<file path="src/rtl/hiam_pkg.sv">
// Shared types, codes and fixed-point constants for the heat index alert monitor.
// No dependencies; every other file of the block imports this package.
package hiam_pkg;

    // Reading status codes
    localparam logic [1:0] STATUS_OK   = 2'd0;
    localparam logic [1:0] STATUS_BUSY = 2'd1;

    // Configuration register indexes
    localparam logic [2:0] CFG_DARK     = 3'd0;
    localparam logic [2:0] CFG_MIN_TEMP = 3'd1;
    localparam logic [2:0] CFG_CAUTION  = 3'd2;
    localparam logic [2:0] CFG_WARNING  = 3'd3;
    localparam logic [2:0] CFG_DANGER   = 3'd4;

    // Alert tiers
    localparam logic [1:0] TIER_SAFE    = 2'd0;
    localparam logic [1:0] TIER_CAUTION = 2'd1;
    localparam logic [1:0] TIER_WARNING = 2'd2;
    localparam logic [1:0] TIER_DANGER  = 2'd3;

    // Rothfusz coefficients scaled by 2^24
    localparam logic [29:0] K1 = 30'd34376771;
    localparam logic [29:0] K2 = 30'd170176860;
    localparam logic [29:0] K3 = 30'd3770770;
    localparam logic [29:0] K4 = 30'd114720;
    localparam logic [29:0] K5 = 30'd919680;
    localparam logic [29:0] K6 = 30'd20615;
    localparam logic [29:0] K7 = 30'd14308;
    localparam logic [29:0] K8 = 30'd33;

    // Accumulator start value: constant term at scale 2^40
    localparam logic signed [63:0] ACC_INIT = -(64'sd711001637 <<< 16);

    // Reciprocals for the constant divisions by 5 and by 9
    localparam logic [29:0] RECIP5 = 30'd6554;
    localparam logic [29:0] RECIP9 = 30'd7282;

    // 32 degrees F in Q16.16
    localparam int OFFSET_Q16 = 32 * 65536;
    // (index * 9) at and above this saturates the index at 255
    localparam int Y_SAT      = 2304;
    localparam logic [7:0] IDX_MAX = 8'd255;

    // Steps of the heat index sequence, in execution order
    typedef enum logic [4:0] {
        OP_TQ_Q = 5'd0,
        OP_TQ   = 5'd1,
        OP_T2   = 5'd2,
        OP_HH   = 5'd3,
        OP_K1   = 5'd4,
        OP_K2   = 5'd5,
        OP_K3H  = 5'd6,
        OP_K3   = 5'd7,
        OP_K4   = 5'd8,
        OP_K5   = 5'd9,
        OP_K6H  = 5'd10,
        OP_K6   = 5'd11,
        OP_K7H  = 5'd12,
        OP_K7   = 5'd13,
        OP_K8H  = 5'd14,
        OP_K8   = 5'd15,
        OP_HIQ  = 5'd16,
        OP_DIV9 = 5'd17
    } op_t;

    localparam op_t OP_LAST = OP_DIV9;

    // Controller to datapath commands
    typedef struct packed {
        logic load;
        logic mul;
        logic wb;
        logic commit;
        op_t  op;
    } ctrl_cmd_t;

    // Datapath to controller status
    typedef struct packed {
        logic need_calc;
        logic slot_free;
    } dp_status_t;

    // floor(r * 65536 / 5) for a remainder r of a division by 5
    function automatic logic [15:0] frac5(input logic [2:0] r);
        logic [15:0] f;
        case (r)
            3'd1:    f = 16'd13107;
            3'd2:    f = 16'd26214;
            3'd3:    f = 16'd39321;
            3'd4:    f = 16'd52428;
            default: f = 16'd0;
        endcase
        return f;
    endfunction

endpackage

</file>
<file path="src/rtl/heat_index_alert_monitor_core.sv">
// Heat index alert monitor, top level: ties the controller to the datapath.
// Depends on hiam_pkg, hiam_ctrl and hiam_dp.
//
// One sensor round per input item, one result item per round. A good reading
// at or above formula_min_temp runs the Rothfusz regression in 18 steps on a
// single shared 34x30 multiplier, each step a multiply state and then a
// writeback state. The next item is accepted only after the previous round
// commits. Busy, failed and low-temperature rounds skip the regression and
// go straight to commit. A result waits in the output register
// until taken; the next round is accepted meanwhile but is not committed until
// the slot frees. Configuration writes are taken every cycle.
module heat_index_alert_monitor_core (
    input  logic       clk,
    input  logic       rst_n,
    input  logic       in_valid,
    output logic       in_ready,
    input  logic [1:0] reading_status,
    input  logic [7:0] temperature,
    input  logic [6:0] humidity,
    input  logic [6:0] light_percent,
    input  logic       cfg_valid,
    output logic       cfg_ready,
    input  logic [2:0] cfg_index,
    input  logic [7:0] cfg_data,
    output logic       out_valid,
    input  logic       out_ready,
    output logic [7:0] heat_index,
    output logic       reading_valid,
    output logic [1:0] alert_tier,
    output logic [7:0] fail_count,
    output logic       night_mode,
    output logic       mode_changed,
    output logic       buzz_request
);
    import hiam_pkg::*;

    ctrl_cmd_t  cmd;
    dp_status_t status;

    hiam_ctrl u_ctrl (
        .clk      (clk),
        .rst_n    (rst_n),
        .in_valid (in_valid),
        .in_ready (in_ready),
        .status   (status),
        .cmd      (cmd)
    );

    hiam_dp u_dp (
        .clk            (clk),
        .rst_n          (rst_n),
        .cmd            (cmd),
        .status         (status),
        .reading_status (reading_status),
        .temperature    (temperature),
        .humidity       (humidity),
        .light_percent  (light_percent),
        .cfg_valid      (cfg_valid),
        .cfg_ready      (cfg_ready),
        .cfg_index      (cfg_index),
        .cfg_data       (cfg_data),
        .out_ready      (out_ready),
        .out_valid      (out_valid),
        .heat_index     (heat_index),
        .reading_valid  (reading_valid),
        .alert_tier     (alert_tier),
        .fail_count     (fail_count),
        .night_mode     (night_mode),
        .mode_changed   (mode_changed),
        .buzz_request   (buzz_request)
    );

    // An accepted item blocks the input for at least the next cycle
    a_accept_blocks: assert property (@(posedge clk) disable iff (!rst_n)
        (in_valid && in_ready) |=> !in_ready)
        else $error("input accepted twice in a row");

    // A commit always presents a result
    a_commit_shows: assert property (@(posedge clk) disable iff (!rst_n)
        cmd.commit |=> out_valid)
        else $error("commit without result");

    // No new item while the sequencer is running
    a_busy_no_ready: assert property (@(posedge clk) disable iff (!rst_n)
        (cmd.mul || cmd.wb) |-> !in_ready)
        else $error("ready during calculation");

    // Before any good reading the heat index, tier and buzz request stay at reset
    a_no_reading: assert property (@(posedge clk) disable iff (!rst_n)
        (out_valid && !reading_valid) |->
            (alert_tier == TIER_SAFE && heat_index == 8'd0 && !buzz_request))
        else $error("held values changed before a good reading");

    // Buzz only in danger, with a valid reading, out of night mode
    a_buzz_cond: assert property (@(posedge clk) disable iff (!rst_n)
        buzz_request |-> (reading_valid && !night_mode && alert_tier == TIER_DANGER))
        else $error("buzz request without its conditions");

endmodule

</file>
<file path="src/rtl/hiam_dp.sv">
// Datapath: configuration registers, input latch, shared multiplier with
// accumulator for the heat index, and the held monitor state. Uses hiam_pkg.
module hiam_dp (
    input  logic                   clk,
    input  logic                   rst_n,
    input  hiam_pkg::ctrl_cmd_t    cmd,
    output hiam_pkg::dp_status_t   status,
    input  logic [1:0]             reading_status,
    input  logic [7:0]             temperature,
    input  logic [6:0]             humidity,
    input  logic [6:0]             light_percent,
    input  logic                   cfg_valid,
    output logic                   cfg_ready,
    input  logic [2:0]             cfg_index,
    input  logic [7:0]             cfg_data,
    input  logic                   out_ready,
    output logic                   out_valid,
    output logic [7:0]             heat_index,
    output logic                   reading_valid,
    output logic [1:0]             alert_tier,
    output logic [7:0]             fail_count,
    output logic                   night_mode,
    output logic                   mode_changed,
    output logic                   buzz_request
);
    import hiam_pkg::*;

    // Configuration
    logic [6:0] dark_reg;
    logic [7:0] min_temp_reg;
    logic [7:0] caution_reg;
    logic [7:0] warning_reg;
    logic [7:0] danger_reg;

    // Latched input item
    logic [1:0] status_reg;
    logic [7:0] t_reg;
    logic [6:0] h_reg;
    logic [6:0] light_reg;

    // Arithmetic registers
    logic [11:0]        m;
    logic [11:0]        q5;
    logic [2:0]         r5;
    logic [8:0]         q_reg;
    logic [24:0]        tq_reg;
    logic [33:0]        t2_reg;
    logic [13:0]        hh_reg;
    logic [28:0]        kh_reg;
    logic [33:0]        mul_a;
    logic [29:0]        mul_b;
    logic [63:0]        mul_p;
    logic [63:0]        prod_reg;
    logic signed [63:0] term;
    logic signed [63:0] acc_reg;
    logic signed [63:0] acc_round;
    logic signed [39:0] hiq_reg;
    logic signed [40:0] diff;
    logic signed [43:0] diff_x5;
    logic [27:0]        y_full;
    logic [11:0]        y_reg;
    logic               neg_reg;
    logic               sat_reg;
    logic [7:0]         idx_reg;

    // Held monitor state
    logic       valid_reg,   valid_next;
    logic [7:0] index_reg,   index_next;
    logic [1:0] tier_reg,    tier_next;
    logic [7:0] fail_reg,    fail_next;
    logic       night_reg,   night_next;
    logic       changed_reg, changed_next;
    logic       buzz_reg,    buzz_next;
    logic       out_valid_reg, out_valid_next;
    logic       reading_ok;

    // Tier lookup; limits tested in caution, warning, danger order
    function automatic logic [1:0] tier_of(input logic [7:0] v);
        if (v < caution_reg)
            return TIER_SAFE;
        if (v < warning_reg)
            return TIER_CAUTION;
        if (v < danger_reg)
            return TIER_WARNING;
        return TIER_DANGER;
    endfunction

    assign cfg_ready = 1'b1;

    // Configuration writes; unknown indexes are dropped
    always_ff @(posedge clk or negedge rst_n)
    begin
        if (!rst_n)
        begin
            dark_reg     <= 7'd5;
            min_temp_reg <= 8'd27;
            caution_reg  <= 8'd27;
            warning_reg  <= 8'd32;
            danger_reg   <= 8'd41;
        end
        else if (cfg_valid)
        begin
            unique case (cfg_index)
                CFG_DARK:     dark_reg     <= cfg_data[6:0];
                CFG_MIN_TEMP: min_temp_reg <= cfg_data;
                CFG_CAUTION:  caution_reg  <= cfg_data;
                CFG_WARNING:  warning_reg  <= cfg_data;
                CFG_DANGER:   danger_reg   <= cfg_data;
                default:      ;
            endcase
        end
    end

    // Input latch and status
    always_ff @(posedge clk)
    begin
        if (cmd.load)
        begin
            status_reg <= reading_status;
            t_reg      <= temperature;
            h_reg      <= humidity;
            light_reg  <= light_percent;
        end
    end

    assign reading_ok       = (status_reg == STATUS_OK);
    assign status.need_calc = reading_ok && (t_reg >= min_temp_reg);
    assign status.slot_free = !out_valid_reg || out_ready;

    // t*9 and its split into quotient and remainder by 5
    assign m  = 12'({t_reg, 3'b000}) + 12'(t_reg);
    assign q5 = 12'({q_reg, 2'b00}) + 12'(q_reg);
    assign r5 = 3'(m - q5);

    // Shared multiplier operand select
    always_comb
    begin
        mul_a = '0;
        mul_b = '0;
        case (cmd.op)
            OP_TQ_Q: begin mul_a = 34'(m);      mul_b = RECIP5;         end
            OP_T2:   begin mul_a = 34'(tq_reg); mul_b = 30'(tq_reg);    end
            OP_HH:   begin mul_a = 34'(h_reg);  mul_b = 30'(h_reg);     end
            OP_K1:   begin mul_a = 34'(tq_reg); mul_b = K1;             end
            OP_K2:   begin mul_a = 34'(h_reg);  mul_b = K2;             end
            OP_K3H:  begin mul_a = 34'(h_reg);  mul_b = K3;             end
            OP_K3:   begin mul_a = 34'(tq_reg); mul_b = 30'(kh_reg);    end
            OP_K4:   begin mul_a = t2_reg;      mul_b = K4;             end
            OP_K5:   begin mul_a = 34'(hh_reg); mul_b = K5;             end
            OP_K6H:  begin mul_a = 34'(h_reg);  mul_b = K6;             end
            OP_K6:   begin mul_a = t2_reg;      mul_b = 30'(kh_reg);    end
            OP_K7H:  begin mul_a = 34'(hh_reg); mul_b = K7;             end
            OP_K7:   begin mul_a = 34'(tq_reg); mul_b = 30'(kh_reg);    end
            OP_K8H:  begin mul_a = 34'(hh_reg); mul_b = K8;             end
            OP_K8:   begin mul_a = t2_reg;      mul_b = 30'(kh_reg);    end
            OP_DIV9: begin mul_a = 34'(y_reg);  mul_b = RECIP9;         end
            default: ;
        endcase
    end

    assign mul_p = mul_a * mul_b;

    // Humidity-only terms carry an extra factor of 2^16
    always_comb
    begin
        case (cmd.op)
            OP_K2, OP_K5: term = signed'({prod_reg[47:0], 16'd0});
            default:      term = signed'(prod_reg);
        endcase
    end

    // Truncate toward zero on the divide by 2^24
    assign acc_round = acc_reg + (acc_reg[63] ? 64'sd16777215 : 64'sd0);

    // Celsius conversion: (hiq - 32F) * 5, then / 65536 here and / 9 later
    assign diff    = {hiq_reg[39], hiq_reg} - 41'(OFFSET_Q16);
    assign diff_x5 = (44'(diff) <<< 2) + 44'(diff);
    assign y_full  = diff_x5[43:16];

    // Multiply phase and writeback phase of each step
    always_ff @(posedge clk)
    begin
        if (cmd.mul)
        begin
            prod_reg <= mul_p;
            if (cmd.op == OP_HIQ)
                hiq_reg <= acc_round[63:24];
        end
        if (cmd.load)
            idx_reg <= temperature;
        if (cmd.wb)
        begin
            case (cmd.op)
                OP_TQ_Q: q_reg <= prod_reg[23:15];
                OP_TQ:
                begin
                    tq_reg  <= {q_reg, 16'd0} + 25'(frac5(r5)) + 25'(OFFSET_Q16);
                    acc_reg <= ACC_INIT;
                end
                OP_T2:   t2_reg <= prod_reg[49:16];
                OP_HH:   hh_reg <= prod_reg[13:0];
                OP_K3H, OP_K6H, OP_K7H, OP_K8H:
                    kh_reg <= prod_reg[28:0];
                OP_K1, OP_K2, OP_K6, OP_K7:
                    acc_reg <= acc_reg + term;
                OP_K3, OP_K4, OP_K5, OP_K8:
                    acc_reg <= acc_reg - term;
                OP_HIQ:
                begin
                    neg_reg <= diff[40] || (diff == 41'sd0);
                    sat_reg <= (y_full >= 28'(Y_SAT));
                    y_reg   <= y_full[11:0];
                end
                OP_DIV9:
                begin
                    if (neg_reg)
                        idx_reg <= 8'd0;
                    else if (sat_reg)
                        idx_reg <= IDX_MAX;
                    else
                        idx_reg <= prod_reg[23:16];
                end
                default: ;
            endcase
        end
    end

    // Next held state for a commit
    always_comb
    begin
        valid_next = valid_reg || reading_ok;
        index_next = reading_ok ? idx_reg : index_reg;
        if (reading_ok)
            fail_next = 8'd0;
        else if (status_reg == STATUS_BUSY || fail_reg == IDX_MAX)
            fail_next = fail_reg;
        else
            fail_next = fail_reg + 8'd1;
        night_next   = (light_reg < dark_reg);
        changed_next = (night_next != night_reg);
        tier_next    = valid_next ? tier_of(index_next) : tier_reg;
        buzz_next    = valid_next && (tier_next == TIER_DANGER) && !night_next;
        if (cmd.commit)
            out_valid_next = 1'b1;
        else if (out_ready)
            out_valid_next = 1'b0;
        else
            out_valid_next = out_valid_reg;
    end

    // Held state doubles as the result register
    always_ff @(posedge clk or negedge rst_n)
    begin
        if (!rst_n)
        begin
            valid_reg     <= 1'b0;
            index_reg     <= 8'd0;
            tier_reg      <= TIER_SAFE;
            fail_reg      <= 8'd0;
            night_reg     <= 1'b0;
            changed_reg   <= 1'b0;
            buzz_reg      <= 1'b0;
            out_valid_reg <= 1'b0;
        end
        else
        begin
            out_valid_reg <= out_valid_next;
            if (cmd.commit)
            begin
                valid_reg   <= valid_next;
                index_reg   <= index_next;
                tier_reg    <= tier_next;
                fail_reg    <= fail_next;
                night_reg   <= night_next;
                changed_reg <= changed_next;
                buzz_reg    <= buzz_next;
            end
        end
    end

    assign out_valid     = out_valid_reg;
    assign heat_index    = index_reg;
    assign reading_valid = valid_reg;
    assign alert_tier    = tier_reg;
    assign fail_count    = fail_reg;
    assign night_mode    = night_reg;
    assign mode_changed  = changed_reg;
    assign buzz_request  = buzz_reg;

endmodule

</file>
<file path="src/rtl/hiam_ctrl.sv">
// Controller: input handshake and the step sequencer that drives the datapath.
// Uses hiam_pkg for the command and status structs and step codes.
module hiam_ctrl (
    input  logic                  clk,
    input  logic                  rst_n,
    input  logic                  in_valid,
    output logic                  in_ready,
    input  hiam_pkg::dp_status_t  status,
    output hiam_pkg::ctrl_cmd_t   cmd
);
    import hiam_pkg::*;

    typedef enum logic [4:0] {
        S_IDLE   = 5'b00001,
        S_CHECK  = 5'b00010,
        S_MUL    = 5'b00100,
        S_WB     = 5'b01000,
        S_COMMIT = 5'b10000
    } state_t;

    state_t state_reg, state_next;
    op_t    op_reg,    op_next;

    // Next state and step
    always_comb
    begin
        state_next = state_reg;
        op_next    = op_reg;
        unique case (state_reg)
            S_IDLE:
            begin
                if (in_valid)
                    state_next = S_CHECK;
            end
            S_CHECK:
            begin
                op_next    = OP_TQ_Q;
                state_next = status.need_calc ? S_MUL : S_COMMIT;
            end
            S_MUL:
                state_next = S_WB;
            S_WB:
            begin
                if (op_reg == OP_LAST)
                    state_next = S_COMMIT;
                else
                begin
                    op_next    = op_t'(op_reg + 5'd1);
                    state_next = S_MUL;
                end
            end
            S_COMMIT:
            begin
                if (status.slot_free)
                    state_next = S_IDLE;
            end
            default:
                state_next = S_IDLE;
        endcase
    end

    always_ff @(posedge clk or negedge rst_n)
    begin
        if (!rst_n)
        begin
            state_reg <= S_IDLE;
            op_reg    <= OP_TQ_Q;
        end
        else
        begin
            state_reg <= state_next;
            op_reg    <= op_next;
        end
    end

    // Commands
    assign in_ready   = (state_reg == S_IDLE);
    assign cmd.load   = in_valid && (state_reg == S_IDLE);
    assign cmd.mul    = (state_reg == S_MUL);
    assign cmd.wb     = (state_reg == S_WB);
    assign cmd.commit = (state_reg == S_COMMIT) && status.slot_free;
    assign cmd.op     = op_reg;

endmodule
</file>
<file path="config.mk">
export PLATFORM = sky130hd
export DESIGN_NAME = heat_index_alert_monitor_core
export DESIGN_NICKNAME = d
export VERILOG_FILES = /design/src/rtl/hiam_pkg.sv /design/src/rtl/heat_index_alert_monitor_core.sv /design/src/rtl/hiam_dp.sv /design/src/rtl/hiam_ctrl.sv
export SDC_FILE = /design/constraint.sdc
export NUM_CORES = 2
export LEC_CHECK = 0
export BUFFER_PORTS_ARGS = -buffer_cell sky130_fd_sc_hd__buf_2
export CELL_PAD_IN_SITES_DETAIL_PLACEMENT = 0
export CELL_PAD_IN_SITES_GLOBAL_PLACEMENT = 1
export CORE_UTILIZATION = 56
export DETAILED_ROUTE_END_ITERATION = 7
export PLACE_DENSITY_LB_ADDON = 0.1
export SLEW_MARGIN = 20
export SYNTH_ARGS = -nofsm -noshare
export SYNTH_HDL_FRONTEND = slang
export SYNTH_HIERARCHICAL = 1
export SYNTH_SLANG_ARGS = --single-unit
export TNS_END_PERCENT = 30
</file>
<file path="constraint.sdc">
create_clock -name clk -period 22.6 [get_ports clk]
set_input_delay 4.52 -clock clk [delete_from_list [all_inputs] [get_ports clk]]
set_output_delay 4.52 -clock clk [all_outputs]
set_load 0.02 [all_outputs]
</file>
## Word level (Yosys, flattened, before mapping)

Index checks and enable logic that the tools add are counted.

| storage, ports and cells | value |
|---|---|
| flip-flop bits (word level) | 397 |
| output and inout bits | 25 |

| operators by class | value |
|---|---|
| muxes and demuxes | 38 |
| eq/ne operators | 38 |
| order comparisons | 6 |
| multiply operators | 1 |
| $add $sub $neg | 12 |
| reductions and logical operators | 43 |

Operators by type and width:

| kind | number |
|---|---|
| 29-bit case mux with 13 select lines | 1 |
| 34-bit case mux with 6 select lines | 1 |
| 64-bit case mux with 3 select lines | 1 |
| 64-bit adder | 2 |
| 64-bit 2-to-1 mux | 1 |
| 8-bit 2-to-1 mux | 8 |
| 16-bit case mux with 4 select lines | 1 |
| 64-bit subtractor | 1 |
| 34-bit by 29-bit multiplier with 63-bit output | 1 |
| 5-bit by 4-bit == test with 1-bit output (second input constant) | 9 |
| 43-bit by 41-bit adder with 44-bit output | 1 |
| 41-bit zero test | 1 |
| 40-bit by 23-bit subtractor with 41-bit output (second input constant) | 1 |
| 16-bit 2-to-1 mux | 2 |
| 2-bit AND reduction | 16 |
| 28-bit by 12-bit greater-or-equal comparator with 1-bit output (second input constant) | 1 |
| 25-bit by 16-bit adder with 25-bit output | 1 |
| 25-bit by 22-bit adder with 25-bit output (second input constant) | 1 |
| 5-bit by 3-bit == test with 1-bit output (second input constant) | 5 |
| 5-bit 2-to-1 mux | 5 |
| 5-bit case mux with 5 select lines | 1 |
| 8-bit < comparator | 3 |
| 24-bit 2-to-1 mux | 1 |
| 4-bit OR reduction | 6 |
| other kinds (32) | 67 |

## Logic depth before layout (Yosys ltp)

| logic depth | value |
|---|---|
| depth in word-level cells | 14 |
| mapped depth | 42 |
| gate-level depth less buffers | 39 |

## Modules after synthesis

The synthesis kept the hierarchy.

By module, submodules not included:

| module | instances | cells an instance | area an instance (µm²) |
|---|---|---|---|
| hiam_dp | 1 | 6,230 | 56,295.2 |
| hiam_ctrl | 1 | 58 | 591.8 |

## Worst setup path before layout

OpenSTA, ideal clock, no wires.

| path | value |
|---|---|
| kind | register to register |
| start point | register u_ctrl.op_reg[0] |
| end point | register u_dp.prod_reg[62] (data pin) |
| arrival | 9,455 ps |
| clock period less this slack | 9,724 ps |
| slack | 12,876 ps |
| stages on the path, launching flop included | 37 |
| cell sequence | dfrtp_1 -> clkbuf_1 -> nor2b_1 -> or2_2 -> nor2_1 -> a21oi_1 -> o32a_1 -> nor2_1 -> and2_1 -> clkbuf_1 -> a2111oi_1 -> clkbuf_1 -> nor2_1 -> fa_1 -> fa_1 -> fa_1 -> inv_1 -> fa_1 -> inv_1 -> fa_1 -> fa_1 -> fa_1 -> inv_1 -> fa_1 -> inv_1 -> ha_1 -> clkbuf_1 -> and3_1 -> nor3b_1 -> a211oi_1 -> o221ai_1 -> a31oi_1 -> o211a_1 -> o41ai_2 -> a31oi_1 -> o31ai_1 -> xor2_1 |

| on the way | value |
|---|---|
| cells in the longest elaborated chain, start to end | 4 |

RTL lines:

| element | line | text |
|---|---|---|
| from (decl) | hiam_ctrl.sv:22 | `op_t op_reg, op_next;` |
| from (signal assigned) | hiam_ctrl.sv:72 | `op_reg <= op_next;` |
| 5-bit by 4-bit == test with 1-bit output, or another cell as far along | hiam_dp.sv:140 | `case (cmd.op)` |
| 4-bit OR reduction (no line) / 3-bit OR reduction (equally long branches) | n/a |  |
| 29-bit case mux with 13 select lines / 34-bit case mux with 6 select lines (equally long branches) | hiam_dp.sv:140 |  |
| 34-bit by 29-bit multiplier with 63-bit output * | hiam_dp.sv:161 | `assign mul_p = mul_a * mul_b;` |
| net u_dp.mul_p[62] | hiam_dp.sv:52 | `logic [63:0] mul_p;` |
| to (signal assigned) | hiam_dp.sv:185 | `prod_reg <= mul_p;` |
| to (decl) | hiam_dp.sv:53 | `logic [63:0] prod_reg;` |

The timed path passes the listed nets; every way through them passes the cells marked *.
A chain may end at the register's enable or synchronous reset.

## Final worst setup path

| path | value |
|---|---|
| start point | register u_ctrl.op_reg[2] |
| end point | register u_dp.prod_reg[55] (data pin) |

The elaborated chain is that of the path after synthesis.

==> results.py <==
metrics = {
    "drt": {
        "first_iter_violations": 4757,
        "drt-total-wl_mm": 186,
        "vias": 45910,
        "drtAntennaViolNets": 0,
        "routedWlPerCell_um": 24.4,
        "via_per_inst": 6.03,
        "drc": 0,
        "dr.pass1.iters": 6,
    },
    "global_route": {
        "grt_max_degree": 76,
        "grt_pass1_wl_mm": 282,
        "grt_overflow": 0,
        "grt_pass1_vias": 44950,
        "antenna_found_initial": 7,
        "grt_usage_pct": 36.8,
    },
    "critical_path": {
        "r2r_slack_ns": 11.37,
        "cp_data_arrival_time_ns": 11.57,
        "timing.critical_path.to": "u_dp/prod_reg[55]$_DFFE_PP_",
        "ff2ff_path_depth": 37,
        "path_class": "register to register",
        "critical-path-slowest-cell": "a211o_1",
        "cp_data_required_time_ns": 22.94,
        "crit_start": "u_ctrl/op_reg[2]$_DFFE_PN0P_",
        "cpMostUsedCell": "fa_1",
        "path_max_fanout": 28,
        "crit_path_end_kind": "register",
        "rr_startpoint": "u_ctrl/op_reg[2]$_DFFE_PN0P_",
        "start_kind": "register",
        "r2r_end": "u_dp/prod_reg[55]$_DFFE_PP_",
        "cpPeakStageDelay_ns": 0.74,
    },
    "floorplanning": {
        "initial_core_util_pct": 56.6,
        "core-area_sq_um": 100000,
        "fp.dieH_um": 321,
        "num_rows": 116,
        "io_pins": 65,
        "die-width_um": 321,
        "dieArea_sq_um": 103000,
    },
    "sta": {
        "worstMarginPinSlew_ns": 1.25,
        "final-hold-violation-count": 0,
        "timing.final.ws_setup_ns": 11.37,
        "period_needed_ns": 11.23,
        "rsz0062_at_grt": "no",
        "finalMaxSlewViolations": 0,
        "slew_headroom_pct": 17.0,
        "fin_skew_ns": 0.0349,
        "fmax_ghz": 0.0890,
        "tns_ns": 0,
        "setup_violations": 0,
        "period_share_pct": 49.7,
    },
    "cts": {
        "cts_buffers": 40,
        "clk_pin_slew_worst_paths_ns": 0.07,
        "insertion_delay_ns": 0.60,
        "clock_path_buffers": 3,
        "cts_root_buffer": "clkbuf_16",
        "htreeDepth": 2,
        "ctsResizeCount": 0,
        "post-cts-setup-buffers": 0,
        "cts_tree": "built",
        "ctsHoldBuffers": 0,
        "cts.sinks": 385,
    },
    "pwr": {
        "leakage_nw": 29.1,
        "p_switching_w": 0.00417,
        "peakVddDrop_mv": 0.381,
        "clkPwrFrac_pct": 8.4,
        "power_frac_seq_pct": 13.9,
        "internal_power_w": 0.00380,
        "p_comb_share_pct": 77.7,
        "swShare_pct": 52.3,
        "powerDensity_nw_per_um2": 132,
    },
    "outcome": {
        "status": "finished, final reports clean",
    },
    "placed_design": {
        "pre_cts_ws_ns": 11.61,
        "place_congestion": 1.00,
        "port_buffers": 63,
        "place_hpwl_mm": 146,
    },
    "synthesis": {
        "async_flop_share_pct": 18.7,
        "syn_area_per_cell_sq_um": 9.05,
        "syn_nets": 7622,
        "synth_flop_cell": "edfxtp_1",
        "synth_cell_types": 106,
        "synth-edff-count": 305,
        "synth-seq-cells": 385,
        "synthCells": 6288,
        "ys_seq_area_share_pct": 19.6,
        "syn_area_sq_um": 56900,
        "ys_warn_count": 6,
    },
    "cells_and_area": {
        "area_delta_synth_final_pct": 6.11,
        "nFillCells": 8909,
        "finalNetCount": 7563,
        "layout-drive-gt1-share_pct": 6.12,
    },
    "flow_run": {
        "maxCapViolations": 0,
    },
    "worst_hold_path": {
        "hp-class": "register to register",
    },
}
## cell usage in the layout (no fill, tap or decap), types with 24 or more instances in the layout
master,n
a21o_1,131
a21oi_1,242
a31oi_1,33
and2_1,43
and3_1,35
buf_2,62
buf_4,129
clkbuf_16,42
dfrtp_1,57
edfxtp_1,305
fa_1,863
ha_1,431
inv_1,1025
mux2_2,29
mux2i_1,62
nand2_1,878
nand2b_1,30
nand3_1,55
nand4_1,49
nor2_1,661
nor2b_1,24
nor3_1,78
nor4_1,30
o211ai_1,28
o21a_1,29
o21ai_0,183
o21bai_1,29
or3_1,26
xnor2_1,143
xor2_1,117
## worst max-delay path, delay by kind of cell (launching register included)
family | cells | cell delay, ns
and+or+nand+nor | 7 | 1.53
DFF | 1 | 0.36
adders and majority gates | 9 | 4.46
buffers and inverters | 9 | 1.21
AOI/OAI and AO/OA | 11 | 3.21
xor gates and xnor gates | 1 | 0.16
## layout make-up
class                   instances  area [sq um]  area share, %
multi-input cells            4585         41100           68.0
diodes                          2          5.00        0.00829
well taps                    1357          1700           2.81
clock inverters                24           228          0.377
clock buffers                  48          1070           1.78
inverters                    1025          3850           6.37
flip-flops and latches        385         11100           18.5
repair buffers                192          1300           2.15
## kinds of logic (layout without fill, tap and decap cells)
group                    count (synthesis)  in the layout  share of synthesized area (%)
XOR/XNOR                               260            260                           4.00
AND/OR/NAND/NOR                       2013           2013                           15.4
multiplexers                            91             91                           1.66
other                                    1              3                        0.00659
AO/OA/AOI/OAI                          926            926                           10.7
adder cells (fa/ha/maj)               1294           1294                           39.8
buffers and inverters                 1318           1289                           8.73
flip-flops                             385            385                           19.6
## power groups by stage
stage               Sequential, W  Clock, W  Combinational, W
finish                    0.00111  0.000672           0.00619
global route              0.00111  0.000707           0.00692
CTS                       0.00110  0.000684           0.00607
detailed placement        0.00112         0           0.00594
global placement          0.00112         0           0.00603
floorplan                 0.00111         0           0.00435
## worst min path at each step
stage | from | end | slack (ns) | cells past startpoint
5_1_grt | u_dp/q_reg[3]$_DFFE_PP_ | u_dp/tq_reg[19]$_DFFE_PP_ | 0.43 | 0
3_5_place_dp | u_dp/q_reg[3]$_DFFE_PP_ | u_dp/tq_reg[19]$_DFFE_PP_ | 0.40 | 0
6_report | u_dp/q_reg[3]$_DFFE_PP_ | u_dp/tq_reg[19]$_DFFE_PP_ | 0.41 | 0
4_1_cts | u_dp/q_reg[3]$_DFFE_PP_ | u_dp/tq_reg[19]$_DFFE_PP_ | 0.41 | 0
3_3_place_gp | u_dp/q_reg[4]$_DFFE_PP_ | u_dp/tq_reg[20]$_DFFE_PP_ | 0.40 | 0
2_1_floorplan | u_dp/q_reg[3]$_DFFE_PP_ | u_dp/tq_reg[19]$_DFFE_PP_ | 0.40 | 0
## metal layers
layer / global-route usage (%) / wire length (um) / part of all wire (%)
met5: 0 / 16 / 0.0086
met4: 12.3 / 7580 / 4.1
met3: 8.87 / 21200 / 11
met2: 53.9 / 78900 / 42
met1: 53.4 / 78600 / 42
## synthesized netlist by cell type (49+ instances only)
master       n  area share (%)
clkbuf_1   264             1.7
nand2_1    879             5.8
edfxtp_1   305              16
dfrtp_1     57             2.5
nor3_1      81            0.71
a21o_1     132             1.7
xor2_1     117             1.8
fa_1       863              30
xnor2_1    143             2.2
o21ai_0    185             1.6
a21oi_1    247             2.2
nand3_1     55            0.48
nand4_1     49            0.54
mux2i_1     62             1.1
nor2_1     666             4.4
ha_1       431             9.5
inv_1     1025             6.8
## metrics by stage
step / util (%) / hold WS, ns / area (sq um) / cells / power (W)
floorplan: - / 0.400 / 56900 / 6288 / 0.00547
global placement: 58.8 / 0.402 / 59000 / 7543 / 0.00714
detailed placement: 58.8 / 0.405 / 59000 / 7543 / 0.00706
CTS: 60.1 / 0.413 / 60300 / 7615 / 0.00786
global route: 60.1 / 0.427 / 60400 / 7616 / 0.00873
finish: 60.1 / 0.414 / 60400 / 7618 / 0.00797
No activity file was read; power rests on OpenSTA's default activity.
